File: src/rtl/jaof_pkg.sv
// Shared types and constants of the JSON action object framer.
// No dependencies; used by every module of the block.
`timescale 1ns / 1ps

package jaof_pkg;

    localparam int BUF_BYTES = 4096;
    localparam int KEPT_W    = $clog2(BUF_BYTES);
    localparam int LEVEL_W   = 16;
    localparam int LEN_W     = 12;

    localparam int QDEPTH    = 4;
    localparam int QPTR_W    = $clog2(QDEPTH);
    localparam int QCNT_W    = $clog2(QDEPTH + 1);

    localparam logic [7:0] CH_LBRACE = 8'h7B;
    localparam logic [7:0] CH_RBRACE = 8'h7D;
    localparam logic [7:0] CH_LBRACK = 8'h5B;
    localparam logic [7:0] CH_RBRACK = 8'h5D;
    localparam logic [7:0] CH_QUOTE  = 8'h22;
    localparam logic [7:0] CH_BSLASH = 8'h5C;

    localparam logic [1:0] CMD_BYTE   = 2'd0;
    localparam logic [1:0] CMD_FINISH = 2'd1;
    localparam logic [1:0] CMD_RESET  = 2'd2;

    typedef enum logic [1:0] {
        OP_BYTE,
        OP_FINISH,
        OP_RESET,
        OP_IGNORE
    } t_op;

    typedef enum logic [2:0] {
        PH_INIT   = 3'd0,
        PH_FIND   = 3'd1,
        PH_ARRAY  = 3'd2,
        PH_OBJECT = 3'd3,
        PH_DONE   = 3'd4,
        PH_ERROR  = 3'd5
    } t_phase;

    typedef enum logic [2:0] {
        EV_NONE     = 3'd0,
        EV_ELEMENT  = 3'd1,
        EV_TOPOBJ   = 3'd2,
        EV_ARRAY    = 3'd3,
        EV_OVERFLOW = 3'd4,
        EV_INCOMPL  = 3'd5,
        EV_FINISH   = 3'd6,
        EV_IGNORED  = 3'd7
    } t_event;

    typedef struct packed {
        logic is_lbrace;
        logic is_rbrace;
        logic is_lbrack;
        logic is_rbrack;
        logic is_quote;
        logic is_bslash;
    } t_char_class;

    typedef struct packed {
        t_op         op;
        logic [7:0]  data_byte;
        t_char_class cls;
    } t_class_item;

    typedef struct packed {
        logic [7:0]       out_byte;
        logic             stored;
        logic             in_object;
        t_event           event_res;
        logic [LEN_W-1:0] obj_length;
    } t_result;

endpackage

File: src/rtl/jaof_front.sv
// Front end: accepts requests, decodes the command and classifies the byte.
// Holds classified requests in a short queue for the back end; uses jaof_pkg.
`timescale 1ns / 1ps

module jaof_front (
    input  logic                  i_clk,
    input  logic                  i_rst_n,
    input  logic                  i_push,
    output logic                  o_full,
    input  logic [1:0]            i_cmd,
    input  logic [7:0]            i_data_byte,
    output logic                  o_item_valid,
    input  logic                  i_item_ready,
    output jaof_pkg::t_class_item o_item
);

    jaof_pkg::t_class_item r_mem [jaof_pkg::QDEPTH];
    logic [jaof_pkg::QPTR_W-1:0] r_wr_ptr;
    logic [jaof_pkg::QPTR_W-1:0] r_rd_ptr;
    logic [jaof_pkg::QCNT_W-1:0] r_count;
    logic [jaof_pkg::QCNT_W-1:0] n_count;

    jaof_pkg::t_class_item w_item;
    logic w_wr;
    logic w_rd;

    always_comb begin
        unique case (i_cmd)
            jaof_pkg::CMD_BYTE:   w_item.op = jaof_pkg::OP_BYTE;
            jaof_pkg::CMD_FINISH: w_item.op = jaof_pkg::OP_FINISH;
            jaof_pkg::CMD_RESET:  w_item.op = jaof_pkg::OP_RESET;
            default:              w_item.op = jaof_pkg::OP_IGNORE;
        endcase
        w_item.data_byte     = i_data_byte;
        w_item.cls.is_lbrace = (i_data_byte == jaof_pkg::CH_LBRACE);
        w_item.cls.is_rbrace = (i_data_byte == jaof_pkg::CH_RBRACE);
        w_item.cls.is_lbrack = (i_data_byte == jaof_pkg::CH_LBRACK);
        w_item.cls.is_rbrack = (i_data_byte == jaof_pkg::CH_RBRACK);
        w_item.cls.is_quote  = (i_data_byte == jaof_pkg::CH_QUOTE);
        w_item.cls.is_bslash = (i_data_byte == jaof_pkg::CH_BSLASH);
    end

    assign o_full       = (r_count == jaof_pkg::QCNT_W'(jaof_pkg::QDEPTH));
    assign o_item_valid = (r_count != '0);
    assign o_item       = r_mem[r_rd_ptr];
    assign w_wr         = i_push && !o_full;
    assign w_rd         = o_item_valid && i_item_ready;

    always_comb begin
        case ({w_wr, w_rd})
            2'b10:   n_count = r_count + 1'b1;
            2'b01:   n_count = r_count - 1'b1;
            default: n_count = r_count;
        endcase
    end

    always_ff @(posedge i_clk) begin
        if (!i_rst_n) begin
            r_wr_ptr <= '0;
            r_rd_ptr <= '0;
            r_count  <= '0;
        end else begin
            if (w_wr) begin
                r_wr_ptr <= r_wr_ptr + 1'b1;
            end
            if (w_rd) begin
                r_rd_ptr <= r_rd_ptr + 1'b1;
            end
            r_count <= n_count;
        end
    end

    always_ff @(posedge i_clk) begin
        if (w_wr) begin
            r_mem[r_wr_ptr] <= w_item;
        end
    end

endmodule

File: src/rtl/jaof_back.sv
// Back end: phase state machine, quote/escape tracking and depth counters.
// Consumes one classified request a cycle while the result queue has room; uses jaof_pkg.
`timescale 1ns / 1ps

module jaof_back (
    input  logic                  i_clk,
    input  logic                  i_rst_n,
    input  logic                  i_item_valid,
    output logic                  o_item_ready,
    input  jaof_pkg::t_class_item i_item,
    input  logic                  i_out_full,
    output logic                  o_out_wr,
    output jaof_pkg::t_result     o_result
);

    jaof_pkg::t_phase r_phase;
    jaof_pkg::t_phase n_phase;
    logic [jaof_pkg::LEVEL_W-1:0] r_brace;
    logic [jaof_pkg::LEVEL_W-1:0] n_brace;
    logic [jaof_pkg::LEVEL_W-1:0] r_bracket;
    logic [jaof_pkg::LEVEL_W-1:0] n_bracket;
    logic [jaof_pkg::KEPT_W-1:0]  r_kept;
    logic [jaof_pkg::KEPT_W-1:0]  n_kept;
    logic [jaof_pkg::KEPT_W-1:0]  r_offset;
    logic [jaof_pkg::KEPT_W-1:0]  n_offset;
    logic r_open;
    logic n_open;
    logic r_quotes;
    logic n_quotes;
    logic r_escape;
    logic n_escape;

    localparam logic [jaof_pkg::KEPT_W-1:0] KeptMax = jaof_pkg::KEPT_W'(jaof_pkg::BUF_BYTES - 1);

    logic w_take;
    logic w_live;
    logic w_buf_full;
    logic w_bs_open;
    logic w_quote_new;
    logic w_struct;
    logic w_keep;
    logic w_close;
    logic [jaof_pkg::LEVEL_W-1:0] w_brace_inc;
    logic [jaof_pkg::LEVEL_W-1:0] w_brace_dec;
    logic [jaof_pkg::LEVEL_W-1:0] w_bracket_inc;
    logic [jaof_pkg::LEVEL_W-1:0] w_bracket_dec;
    logic [jaof_pkg::KEPT_W-1:0]  w_kept_inc;
    logic [jaof_pkg::KEPT_W-1:0]  w_len;
    jaof_pkg::t_event w_event;

    assign o_item_ready = !i_out_full;
    assign w_take       = i_item_valid && !i_out_full;
    assign o_out_wr     = w_take;

    assign w_live = (r_phase == jaof_pkg::PH_INIT) || (r_phase == jaof_pkg::PH_FIND)
                 || (r_phase == jaof_pkg::PH_ARRAY) || (r_phase == jaof_pkg::PH_OBJECT);
    assign w_buf_full    = (r_kept >= KeptMax);
    assign w_bs_open     = !r_escape && i_item.cls.is_bslash && r_quotes;
    assign w_quote_new   = r_quotes ^ i_item.cls.is_quote;
    // structural byte: outside strings and not escaped, so braces count
    assign w_struct      = !r_escape && !w_bs_open && !w_quote_new;
    assign w_brace_inc   = r_brace + 1'b1;
    assign w_brace_dec   = r_brace - 1'b1;
    assign w_bracket_inc = r_bracket + 1'b1;
    assign w_bracket_dec = r_bracket - 1'b1;
    assign w_kept_inc    = r_kept + 1'b1;

    // next phase
    always_comb begin
        n_phase = r_phase;
        unique case (i_item.op)
            jaof_pkg::OP_FINISH: n_phase = jaof_pkg::PH_DONE;
            jaof_pkg::OP_RESET:  n_phase = jaof_pkg::PH_INIT;
            jaof_pkg::OP_IGNORE: n_phase = r_phase;
            jaof_pkg::OP_BYTE: begin
                if (w_live && w_buf_full) begin
                    n_phase = jaof_pkg::PH_ERROR;
                end else if (w_live && w_struct) begin
                    unique case (r_phase)
                        jaof_pkg::PH_INIT: begin
                            if (i_item.cls.is_lbrace) begin
                                n_phase = jaof_pkg::PH_FIND;
                            end
                        end
                        jaof_pkg::PH_FIND: begin
                            if (i_item.cls.is_lbrack) begin
                                n_phase = jaof_pkg::PH_ARRAY;
                            end else if (i_item.cls.is_rbrace && w_brace_dec == '0) begin
                                n_phase = jaof_pkg::PH_DONE;
                            end
                        end
                        jaof_pkg::PH_ARRAY: begin
                            if (i_item.cls.is_lbrace) begin
                                if (w_brace_inc == jaof_pkg::LEVEL_W'(2)) begin
                                    n_phase = jaof_pkg::PH_OBJECT;
                                end
                            end else if (i_item.cls.is_rbrack && w_bracket_dec == '0) begin
                                n_phase = jaof_pkg::PH_DONE;
                            end
                        end
                        jaof_pkg::PH_OBJECT: begin
                            if (i_item.cls.is_rbrace && w_brace_dec == jaof_pkg::LEVEL_W'(1)) begin
                                n_phase = jaof_pkg::PH_ARRAY;
                            end
                        end
                        default: n_phase = r_phase;
                    endcase
                end
            end
            default: n_phase = r_phase;
        endcase
    end

    // counters, string state and result
    always_comb begin
        n_brace   = r_brace;
        n_bracket = r_bracket;
        n_offset  = r_offset;
        n_open    = r_open;
        n_quotes  = r_quotes;
        n_escape  = r_escape;
        w_keep    = 1'b0;
        w_close   = 1'b0;
        w_event   = jaof_pkg::EV_NONE;
        w_len     = '0;
        case (i_item.op)
            jaof_pkg::OP_FINISH: begin
                w_event = (r_phase == jaof_pkg::PH_OBJECT && r_open) ? jaof_pkg::EV_INCOMPL
                                                                     : jaof_pkg::EV_FINISH;
            end
            jaof_pkg::OP_RESET: begin
                n_brace   = '0;
                n_bracket = '0;
                n_offset  = '0;
                n_open    = 1'b0;
                n_quotes  = 1'b0;
                n_escape  = 1'b0;
            end
            jaof_pkg::OP_BYTE: begin
                if (!w_live) begin
                    w_event = jaof_pkg::EV_IGNORED;
                end else if (w_buf_full) begin
                    w_event = jaof_pkg::EV_OVERFLOW;
                end else if (r_escape) begin
                    n_escape = 1'b0;
                    w_keep   = 1'b1;
                end else if (w_bs_open) begin
                    n_escape = 1'b1;
                    w_keep   = 1'b1;
                end else begin
                    n_quotes = w_quote_new;
                    if (w_quote_new) begin
                        w_keep = 1'b1;
                    end else begin
                        case (r_phase)
                            jaof_pkg::PH_INIT: begin
                                if (i_item.cls.is_lbrace) begin
                                    n_brace = jaof_pkg::LEVEL_W'(1);
                                    w_keep  = 1'b1;
                                end
                            end
                            jaof_pkg::PH_FIND: begin
                                w_keep = 1'b1;
                                if (i_item.cls.is_lbrack) begin
                                    n_bracket = w_bracket_inc;
                                end else if (i_item.cls.is_lbrace) begin
                                    n_brace = w_brace_inc;
                                end else if (i_item.cls.is_rbrace) begin
                                    n_brace = w_brace_dec;
                                    if (w_brace_dec == '0) begin
                                        w_event = jaof_pkg::EV_TOPOBJ;
                                        w_len   = w_kept_inc;
                                    end
                                end
                            end
                            jaof_pkg::PH_ARRAY: begin
                                if (i_item.cls.is_lbrace) begin
                                    n_brace = w_brace_inc;
                                    if (w_brace_inc == jaof_pkg::LEVEL_W'(2)) begin
                                        n_offset = r_kept;
                                        n_open   = 1'b1;
                                        w_keep   = 1'b1;
                                    end
                                end else if (i_item.cls.is_rbrack) begin
                                    n_bracket = w_bracket_dec;
                                    if (w_bracket_dec == '0) begin
                                        w_event = jaof_pkg::EV_ARRAY;
                                    end
                                end
                            end
                            default: begin
                                w_keep = 1'b1;
                                if (i_item.cls.is_lbrace) begin
                                    n_brace = w_brace_inc;
                                end else if (i_item.cls.is_rbrace) begin
                                    n_brace = w_brace_dec;
                                    if (w_brace_dec == jaof_pkg::LEVEL_W'(1)) begin
                                        // element closed: report and restart the buffer
                                        w_event  = jaof_pkg::EV_ELEMENT;
                                        w_len    = w_kept_inc - r_offset;
                                        w_close  = 1'b1;
                                        n_offset = '0;
                                        n_open   = 1'b0;
                                    end
                                end
                            end
                        endcase
                    end
                end
            end
            default: w_event = jaof_pkg::EV_IGNORED;
        endcase

        if (i_item.op == jaof_pkg::OP_RESET || w_close) begin
            n_kept = '0;
        end else if (w_keep) begin
            n_kept = w_kept_inc;
        end else begin
            n_kept = r_kept;
        end

        o_result.out_byte   = i_item.data_byte;
        o_result.stored     = w_keep;
        o_result.in_object  = w_keep && (r_phase == jaof_pkg::PH_OBJECT
                                         || n_phase == jaof_pkg::PH_OBJECT);
        o_result.event_res  = w_event;
        o_result.obj_length = jaof_pkg::LEN_W'(w_len);
    end

    always_ff @(posedge i_clk) begin
        if (!i_rst_n) begin
            r_phase   <= jaof_pkg::PH_INIT;
            r_brace   <= '0;
            r_bracket <= '0;
            r_kept    <= '0;
            r_offset  <= '0;
            r_open    <= 1'b0;
            r_quotes  <= 1'b0;
            r_escape  <= 1'b0;
        end else if (w_take) begin
            r_phase   <= n_phase;
            r_brace   <= n_brace;
            r_bracket <= n_bracket;
            r_kept    <= n_kept;
            r_offset  <= n_offset;
            r_open    <= n_open;
            r_quotes  <= n_quotes;
            r_escape  <= n_escape;
        end
    end

endmodule

File: src/rtl/jaof_out_queue.sv
// Result queue: holds finished results until the receiver pops them.
// Written by the back end; uses jaof_pkg.
`timescale 1ns / 1ps

module jaof_out_queue (
    input  logic              i_clk,
    input  logic              i_rst_n,
    input  logic              i_wr,
    input  jaof_pkg::t_result i_wr_data,
    output logic              o_full,
    output logic              o_empty,
    input  logic              i_pop,
    output jaof_pkg::t_result o_rd_data
);

    jaof_pkg::t_result r_mem [jaof_pkg::QDEPTH];
    logic [jaof_pkg::QPTR_W-1:0] r_wr_ptr;
    logic [jaof_pkg::QPTR_W-1:0] r_rd_ptr;
    logic [jaof_pkg::QCNT_W-1:0] r_count;
    logic [jaof_pkg::QCNT_W-1:0] n_count;
    logic w_wr;
    logic w_rd;

    assign o_full    = (r_count == jaof_pkg::QCNT_W'(jaof_pkg::QDEPTH));
    assign o_empty   = (r_count == '0);
    assign o_rd_data = r_mem[r_rd_ptr];
    assign w_wr      = i_wr && !o_full;
    assign w_rd      = i_pop && !o_empty;

    always_comb begin
        case ({w_wr, w_rd})
            2'b10:   n_count = r_count + 1'b1;
            2'b01:   n_count = r_count - 1'b1;
            default: n_count = r_count;
        endcase
    end

    always_ff @(posedge i_clk) begin
        if (!i_rst_n) begin
            r_wr_ptr <= '0;
            r_rd_ptr <= '0;
            r_count  <= '0;
        end else begin
            if (w_wr) begin
                r_wr_ptr <= r_wr_ptr + 1'b1;
            end
            if (w_rd) begin
                r_rd_ptr <= r_rd_ptr + 1'b1;
            end
            r_count <= n_count;
        end
    end

    always_ff @(posedge i_clk) begin
        if (w_wr) begin
            r_mem[r_wr_ptr] <= i_wr_data;
        end
    end

endmodule

File: src/rtl/json_action_object_framer.sv
// JSON action object framer, top level: front end, back end and result queue.
// Depends on jaof_pkg, jaof_front, jaof_back and jaof_out_queue.
//
// Input channel: drive i_cmd / i_data_byte and raise push; the request is
// taken at an edge where push is high and full is low. Commands are stream
// byte, end of stream and parser reset; the unused code is reported ignored.
// Result channel: while empty is low the oldest result sits on the o_ ports;
// raise pop to take it. Every request yields exactly one result.
// Path: a request goes through the front queue, the back end and the result
// queue to the result ports. Throughput is one request per cycle while the
// result queue has room, set by the phase and counter update in the back end.
// Stalls: both sides have a four-entry queue; while the receiver holds off,
// results collect in the result queue, then the back end stalls, then the
// front queue fills and full rises.
// Reset (i_rst_n low, synchronous) empties both queues and returns the parser
// to its init phase; the reset command does the same to the parser state only.
`timescale 1ns / 1ps

module json_action_object_framer (
    input  logic                        i_clk,
    input  logic                        i_rst_n,
    input  logic                        push,
    output logic                        full,
    input  logic [1:0]                  i_cmd,
    input  logic [7:0]                  i_data_byte,
    output logic                        empty,
    input  logic                        pop,
    output logic [7:0]                  o_out_byte,
    output logic                        o_stored,
    output logic                        o_in_object,
    output logic [2:0]                  o_event_res,
    output logic [jaof_pkg::LEN_W-1:0]  o_obj_length
);

    logic                  w_item_valid;
    logic                  w_item_ready;
    jaof_pkg::t_class_item w_item;
    logic                  w_out_full;
    logic                  w_out_wr;
    jaof_pkg::t_result     w_result;
    jaof_pkg::t_result     w_head;

    jaof_front u_front (
        .i_clk        (i_clk),
        .i_rst_n      (i_rst_n),
        .i_push       (push),
        .o_full       (full),
        .i_cmd        (i_cmd),
        .i_data_byte  (i_data_byte),
        .o_item_valid (w_item_valid),
        .i_item_ready (w_item_ready),
        .o_item       (w_item)
    );

    jaof_back u_back (
        .i_clk        (i_clk),
        .i_rst_n      (i_rst_n),
        .i_item_valid (w_item_valid),
        .o_item_ready (w_item_ready),
        .i_item       (w_item),
        .i_out_full   (w_out_full),
        .o_out_wr     (w_out_wr),
        .o_result     (w_result)
    );

    jaof_out_queue u_out_queue (
        .i_clk     (i_clk),
        .i_rst_n   (i_rst_n),
        .i_wr      (w_out_wr),
        .i_wr_data (w_result),
        .o_full    (w_out_full),
        .o_empty   (empty),
        .i_pop     (pop),
        .o_rd_data (w_head)
    );

    assign o_out_byte   = w_head.out_byte;
    assign o_stored     = w_head.stored;
    assign o_in_object  = w_head.in_object;
    assign o_event_res  = w_head.event_res;
    assign o_obj_length = w_head.obj_length;

endmodule

File: config.mk
export PLATFORM = sky130hd
export DESIGN_NAME = json_action_object_framer
export DESIGN_NICKNAME = d
export VERILOG_FILES = /design/src/rtl/jaof_pkg.sv /design/src/rtl/jaof_front.sv /design/src/rtl/jaof_back.sv /design/src/rtl/jaof_out_queue.sv /design/src/rtl/json_action_object_framer.sv
export SDC_FILE = /design/constraint.sdc
export NUM_CORES = 1
export LEC_CHECK = 0
export ABC_AREA = 0
export BUFFER_PORTS_ARGS = -buffer_cell sky130_fd_sc_hd__buf_2
export CORE_MARGIN = 1.5
export CORE_UTILIZATION = 55
export DETAILED_ROUTE_END_ITERATION = 8
export PLACE_DENSITY = 0.73
export REMOVE_ABC_BUFFERS = 1
export SLEW_MARGIN = 30
export SYNTH_ARGS = -nofsm -noshare
export SYNTH_HDL_FRONTEND = slang
export SYNTH_HIERARCHICAL = 1
export SYNTH_SLANG_ARGS = --single-unit
export TNS_END_PERCENT = 20
File: constraint.sdc
create_clock -name i_clk -period 8.2 [get_ports i_clk]
set_input_delay 0 -clock i_clk [delete_from_list [all_inputs] [get_ports i_clk]]
set_output_delay 0 -clock i_clk [all_outputs]
set_load 0.02 [all_outputs]
* Word level (Yosys, flattened, before mapping)
Memories as Yosys holds them, arrays and structs flattened. A register that Yosys moved wholly into a read port is not among the register bits.
Index checks and enable logic that the tools add are counted.
** Operators by class
- Bitwise logic cells :: 1
- Equal/unequal tests :: 40
- $mul :: 0
- Shifts and indexed selects :: 0
- Add/sub/neg operators :: 14
- Reduce and logical (&&, ||, !) cells :: 46
- Div/mod/pow operators :: 0
- Muxes and demuxes :: 132
- $lt $le $gt $ge :: 1
** Operators with widths (count)
- 12-bit 2-to-1 mux :: 25
- 16-bit 2-to-1 mux :: 18
- 16-bit case mux with 2 select lines :: 3
- 12-bit case mux with 2 select lines :: 3
- 3-bit 2-to-1 mux :: 21
- 16-bit case mux with 3 select lines :: 1
- 1-bit 2-to-1 mux :: 42
- 8-bit by 7-bit == test with 1-bit output (second input constant) :: 5
- 16-bit by 1-bit adder with 16-bit output (second input constant) :: 2
- 16-bit zero test :: 2
- 16-bit by 1-bit subtractor with 16-bit output (second input constant) :: 2
- 3-bit case mux with 4 select lines :: 2
- 3-bit case mux with 3 select lines :: 2
- 16-bit by 1-bit == test with 1-bit output (second input constant) :: 1
- 16-bit by 2-bit == test with 1-bit output (second input constant) :: 1
- 1-bit logical AND :: 15
- 2-bit 2-to-1 mux :: 7
- 13-bit AND reduction :: 1
- 12-bit by 1-bit adder with 12-bit output (second input constant) :: 1
- 12-bit >= comparator (second input constant) :: 1
- 3-bit by 2-bit inequality test with 1-bit output (second input constant) :: 4
- 3-bit inequality test (second input constant) :: 4
- 3-bit case mux with 2 select lines :: 2
- 12-bit subtractor :: 1
- 28 further kinds :: 68
** Storage, ports and cells
- Word-level logic and storage cells :: 250
- RAM bits :: 164
- Output and inout port bits :: 27
- Input port bits :: 14
- Bits in read-only memories :: 0
- Memories kept :: 2
- Latch bits :: 0
- Register bits after elaboration :: 76
** Memory list
- u_out_queue.r_mem :: depth 4, width 25, rd ports 1, clocked after Yosys merged registers in 1, wr ports 1, line jaof_out_queue.sv:16 : jaof_pkg::t_result r_mem [jaof_pkg::QDEPTH];
- u_front.r_mem :: depth 4, width 16, rd ports 1, clocked after Yosys merged registers in 1, wr ports 1, line jaof_front.sv:17 : jaof_pkg::t_class_item r_mem [jaof_pkg::QDEPTH];

* Logic depth before layout (Yosys ltp)
- Depth in word-level cells :: 15
- Depth in mapped cells :: 14
- Mapped depth without buffers :: 12

* Hierarchy
The synthesis kept the hierarchy.
** By module, submodules not included
- jaof_back :: area an instance 5843.1 µm², seq. area each 1241.2 µm², cells each 822, times used 1
- jaof_out_queue :: area an instance 4126.5 µm², seq. area each 3183.1 µm², cells each 185, times used 1
- jaof_front :: area an instance 2934.1 µm², seq. area each 2102.0 µm², cells each 152, times used 1

* Least setup slack after synthesis
OpenSTA, ideal clock, no wires.
- Path kind :: reg-to-reg
- Start :: register (tool-made name)
- End :: register u_back/r_kept[11] (netlist bit)
- Data required time :: 8108 ps
- Cell stages (with the launch flop) :: 11
- Library setup time :: 92 ps
- Buffers on the path :: 2
- Path slack :: 5220 ps
- Arrival time :: 2888 ps
- Period minus slack after synthesis :: 2980 ps
- Cell sequence :: dfxtp_1 -> buf_6 -> buf_12 -> mux4_2 -> or2_2 -> a21oi_1 -> nand2_1 -> nor3_1 -> a21o_1 -> a31oi_1 -> o32ai_1
** RTL lines
- end signal, assigned :: line jaof_back.sv:244 : r_kept <= n_kept;
- end, declared :: line jaof_back.sv:22 : logic [jaof_pkg::KEPT_W-1:0] r_kept;

==> metrics.md <==
| Metric | Value |
|---|---|
| Final setup fails | 0 |
| Hold Vio Cnt, Final | 0 |
| Synth area leaders | edfxtp_1 (38%), dfxtp_1 (12%), mux4_2 (6.1%) |
| Clk root buf | clkbuf_16 |
| DRT iter0 DRCs | 866 |
| Top FF cell, synth | edfxtp_1 |
| Status | complete, no violations |
| Drt pass-1 iters | 5 |
| Relative max-transition margin | 0.430 |
| H-Tree Depth | 1 |
| Aggregate global-route resource usage | 0.238 |
| Max Cap Viol | 0 |
| Pwr dens | 323 nW/um^2 |
| Synth area leader | edfxtp_1 |
| First-pass GRT wire length | 46.5 mm |
| Post-route DRC | 0 |
| EDFF count, synth | between 150 and 200 |
| Multi-input logic area | between 5000 and 6000 sq um |
| Post-synthesis cell type count | 84 |
| Top sig layer | met4 |
| Final core occ | 0.619 |
| Largest net degree at the start of global routing | 59 |
| Initial antenna violation count | 0 |
| Reg area | 6530 sq um |
| Number of setup buffers added after CTS | 0 |
| TritonCTS Sinks | 244 |
| Io pins | 41 |
| Fill cells | 1794 |
| CTS tree | built |
| Nets | 1215 |
| Worst EP arrival | 4.14 ns |
| Slew Limit Fails | 0 |
| Routed length on met2 | 14.1 mm |
| Critical Path RT | 8.46 ns |
| Yosys warns | 6 |
| CTS Buffer Depth | 3 |
| Crit Path Max Fanout | 14 |
| Clock-pin slew on the worst setup and hold paths | about 0.060 ns |
| Metal-1 WL | 12.2 mm |
| Antenna cells | 0 |
| Metal3 WL | 1.47 mm |
| DP Wirelength | 18.2 mm |
| Die Wd | 156 microns |
| Setup ws final | 4.32 ns |
| Via density per instance | between 6 and 7 |
| Kind of critical path | reg -> reg |
| Setup TNS | 0 ns |
| Num rows | 55 |
| Seq/Total Area, Yosys | 0.506 |
| Synthesized area per cell | 11.1 sq um |
| Seq cells post-synth | between 200 and 250 |
| Layout cells sized above 1 | 0.141 |
| WL/cell | 19.0 microns |
| Layout area overhead | 9.55% |
| Synthesized area | about 13000 sq um |
| Maximum vdd drop | ~0.22 mV |
| RSZ-0062 raised after global routing | no |
| Via count | approximately 9400 |
| Min Clock Period, post-route | 3.88 ns |
| RD Place Congestion | 0.907 |
| Clock Latency Late Sink | between 0.5 and 0.6 ns |
| Place WS | between 4 and 5 ns |
| Fmax | 0.258 GHz |
| CTS Buf Count | 26 |
| PortBufs | 40 |
| Post-DRT Antenna Nets | 0 |
| Total Wirelength | 28.5 mm |
| Initial Utilization | 0.565 |
| Number of global-route vias before repair | 8873 |
| LEAKAGE | 4.67 nW |
| Critical path endpoint category | flip-flop |
| Mapped Cells | 1159 |
| Clk_skew | around 0.015 ns |
| GRT overflow | 0 |
| Hold Crit Class | in -> reg |
| Startpoint Class | flip-flop |
| Crit share post-route | 0.474 |
| Die height | 156 microns |
| Top-area cell type share of the netlist area | 0.382 |
| Tightest Pin Transition | 0.856 ns |
| Die area | around 24000 sq um |
| Core footprint | ~23000 sq um |
| Ys async rst share | 0 |
==> through the flow <==
stage,power (mW),hold slack [ns],instance area [sq um],std cells
2_1_floorplan,2.87,0.0989,12400,1075
3_3_place_gp,3.34,0.215,13100,1440
3_5_place_dp,3.39,0.223,13200,1441
4_1_cts,4.58,0.0820,14100,1501
5_1_grt,4.81,0.113,14100,1501
6_report,4.57,0.0808,14100,1501
==> critical path, stage by stage, from the launching register on <==
cell and delay (ns):
dfxtp_1 0.39, inv_1 0.15, ha_1 0.38, nor4b_4 0.41, and4_1 0.30, a32oi_1 0.09, and2_1 0.19, or4b_4 0.59
nor3_4 0.56, nor2_1 0.08, o21ai_0 0.46
==> path summary, 6_finish.rpt <==
kind                                                       start                            endpoint  slack (ns)  depth (start not counted)
worst max-delay path              u_back/r_brace[0]$_SDFFE_PN0P_  u_out_queue/r_mem[2][12]$_DFFE_PP_        4.32                         10
worst min-delay path                                     i_rst_n    u_back/r_bracket[5]$_SDFFE_PN0P_        0.08                          3
worst max register to register    u_back/r_brace[0]$_SDFFE_PN0P_  u_out_queue/r_mem[2][12]$_DFFE_PP_        4.32                         10
worst min register to register  u_front/r_wr_ptr[0]$_SDFFE_PN0P_    u_front/r_wr_ptr[0]$_SDFFE_PN0P_        0.50                          2
==> sequential cells by signal, summed over array words and instances, names as in the netlist, named ones only <==
name / flops
u_back/r_brace: 16
u_back/r_bracket: 16
u_back/r_escape: 1
u_back/r_kept: 12
u_back/r_offset: 12
u_back/r_open: 1
u_back/r_phase: 3
u_back/r_quotes: 1
u_front/r_count: 3
u_front/r_mem: 64
u_front/r_rd_ptr: 2
u_front/r_wr_ptr: 2
u_out_queue/r_count: 3
u_out_queue/r_mem: 100
u_out_queue/r_rd_ptr: 2
u_out_queue/r_wr_ptr: 2
==> power breakdown <==
group	internal, mW	switching [mW]	total [mW]
Sequential	1.58	0.170	1.75
Combinational	0.601	1.04	1.64
Clock	0.700	0.475	1.17
==> Yosys cell counts, types with 6 or more instances <==
master	instances
a211oi_1	14
a21o_1	7
a21oi_1	58
a22oi_1	15
a31oi_1	11
and2_1	22
and3_1	11
buf_2	17
buf_4	9
clkbuf_1	47
dfxtp_1	80
edfxtp_1	164
ha_1	30
inv_1	58
mux2i_1	7
mux4_1	6
mux4_2	35
nand2_1	85
nand2b_1	6
nand3_1	51
nand4_1	16
nand4b_1	6
nor2_1	75
nor2b_1	13
nor3_1	34
nor4_1	13
o2111ai_1	6
o211ai_1	9
o21a_1	7
o21ai_0	38
o221ai_1	16
o22ai_1	13
o31ai_1	9
or2_2	10
or3_1	20
or4_1	6
xnor2_1	28
xor2_1	11
==> metal layers <==
layer / vias up / GRT usage
met3: 58 / 0.0267
li1: 4410 / -
met1: 4608 / 0.315
met4: 0 / 0.0785
met2: 304 / 0.408
met5: - / 0
==> placed cells by master (no fill, tap or decap), types with 7 or more instances in the layout <==
cell and n:
a211oi_1 14, a21o_1 7, a21oi_1 58, a22oi_1 15
a31oi_1 11, and2_1 22, and3_1 11, buf_2 41
buf_4 12, clkbuf_1 7, clkbuf_16 26, dfxtp_1 78
dlygate4sd3_1 12, edfxtp_1 164, ha_1 30, inv_1 58
mux2i_1 7, mux4_2 35, nand2_1 85, nand3_1 51
nand4_1 16, nor2_1 73, nor2b_1 13, nor3_1 33
nor4_1 13, o211ai_1 9, o21a_1 7, o21ai_0 38
o221ai_1 16, o22ai_1 13, o31ai_1 8, or2_2 10
or3_1 20, xnor2_1 28, xor2_1 11
==> cell type report <==
cell class / instances / area share
Clock buffer: 35 / 0.0498
Clock inverter: 13 / 0.0112
Inverter: 59 / 0.0157
Multi-Input combinational cell: 772 / 0.404
Sequential cell: 244 / 0.462
Tap cell: 313 / 0.0277
Timing Repair Buffer: 65 / 0.0294
==> kinds of logic after synthesis <==
group	synth area share
AOI/OAI and AO/OA	0.130
xor gates and xnor gates	0.0265
adders and majority gates	0.0337
buffers and inverters	0.0527
DFF	0.506
muxes	0.0787
and+or+nand+nor	0.173
==> timing repair <==
item,in CTS,in global routing
endpoints found under the hold margin,68,0
resized for setup,0,0
hold buffers,12,0
(Power assumes the default switching activity.)
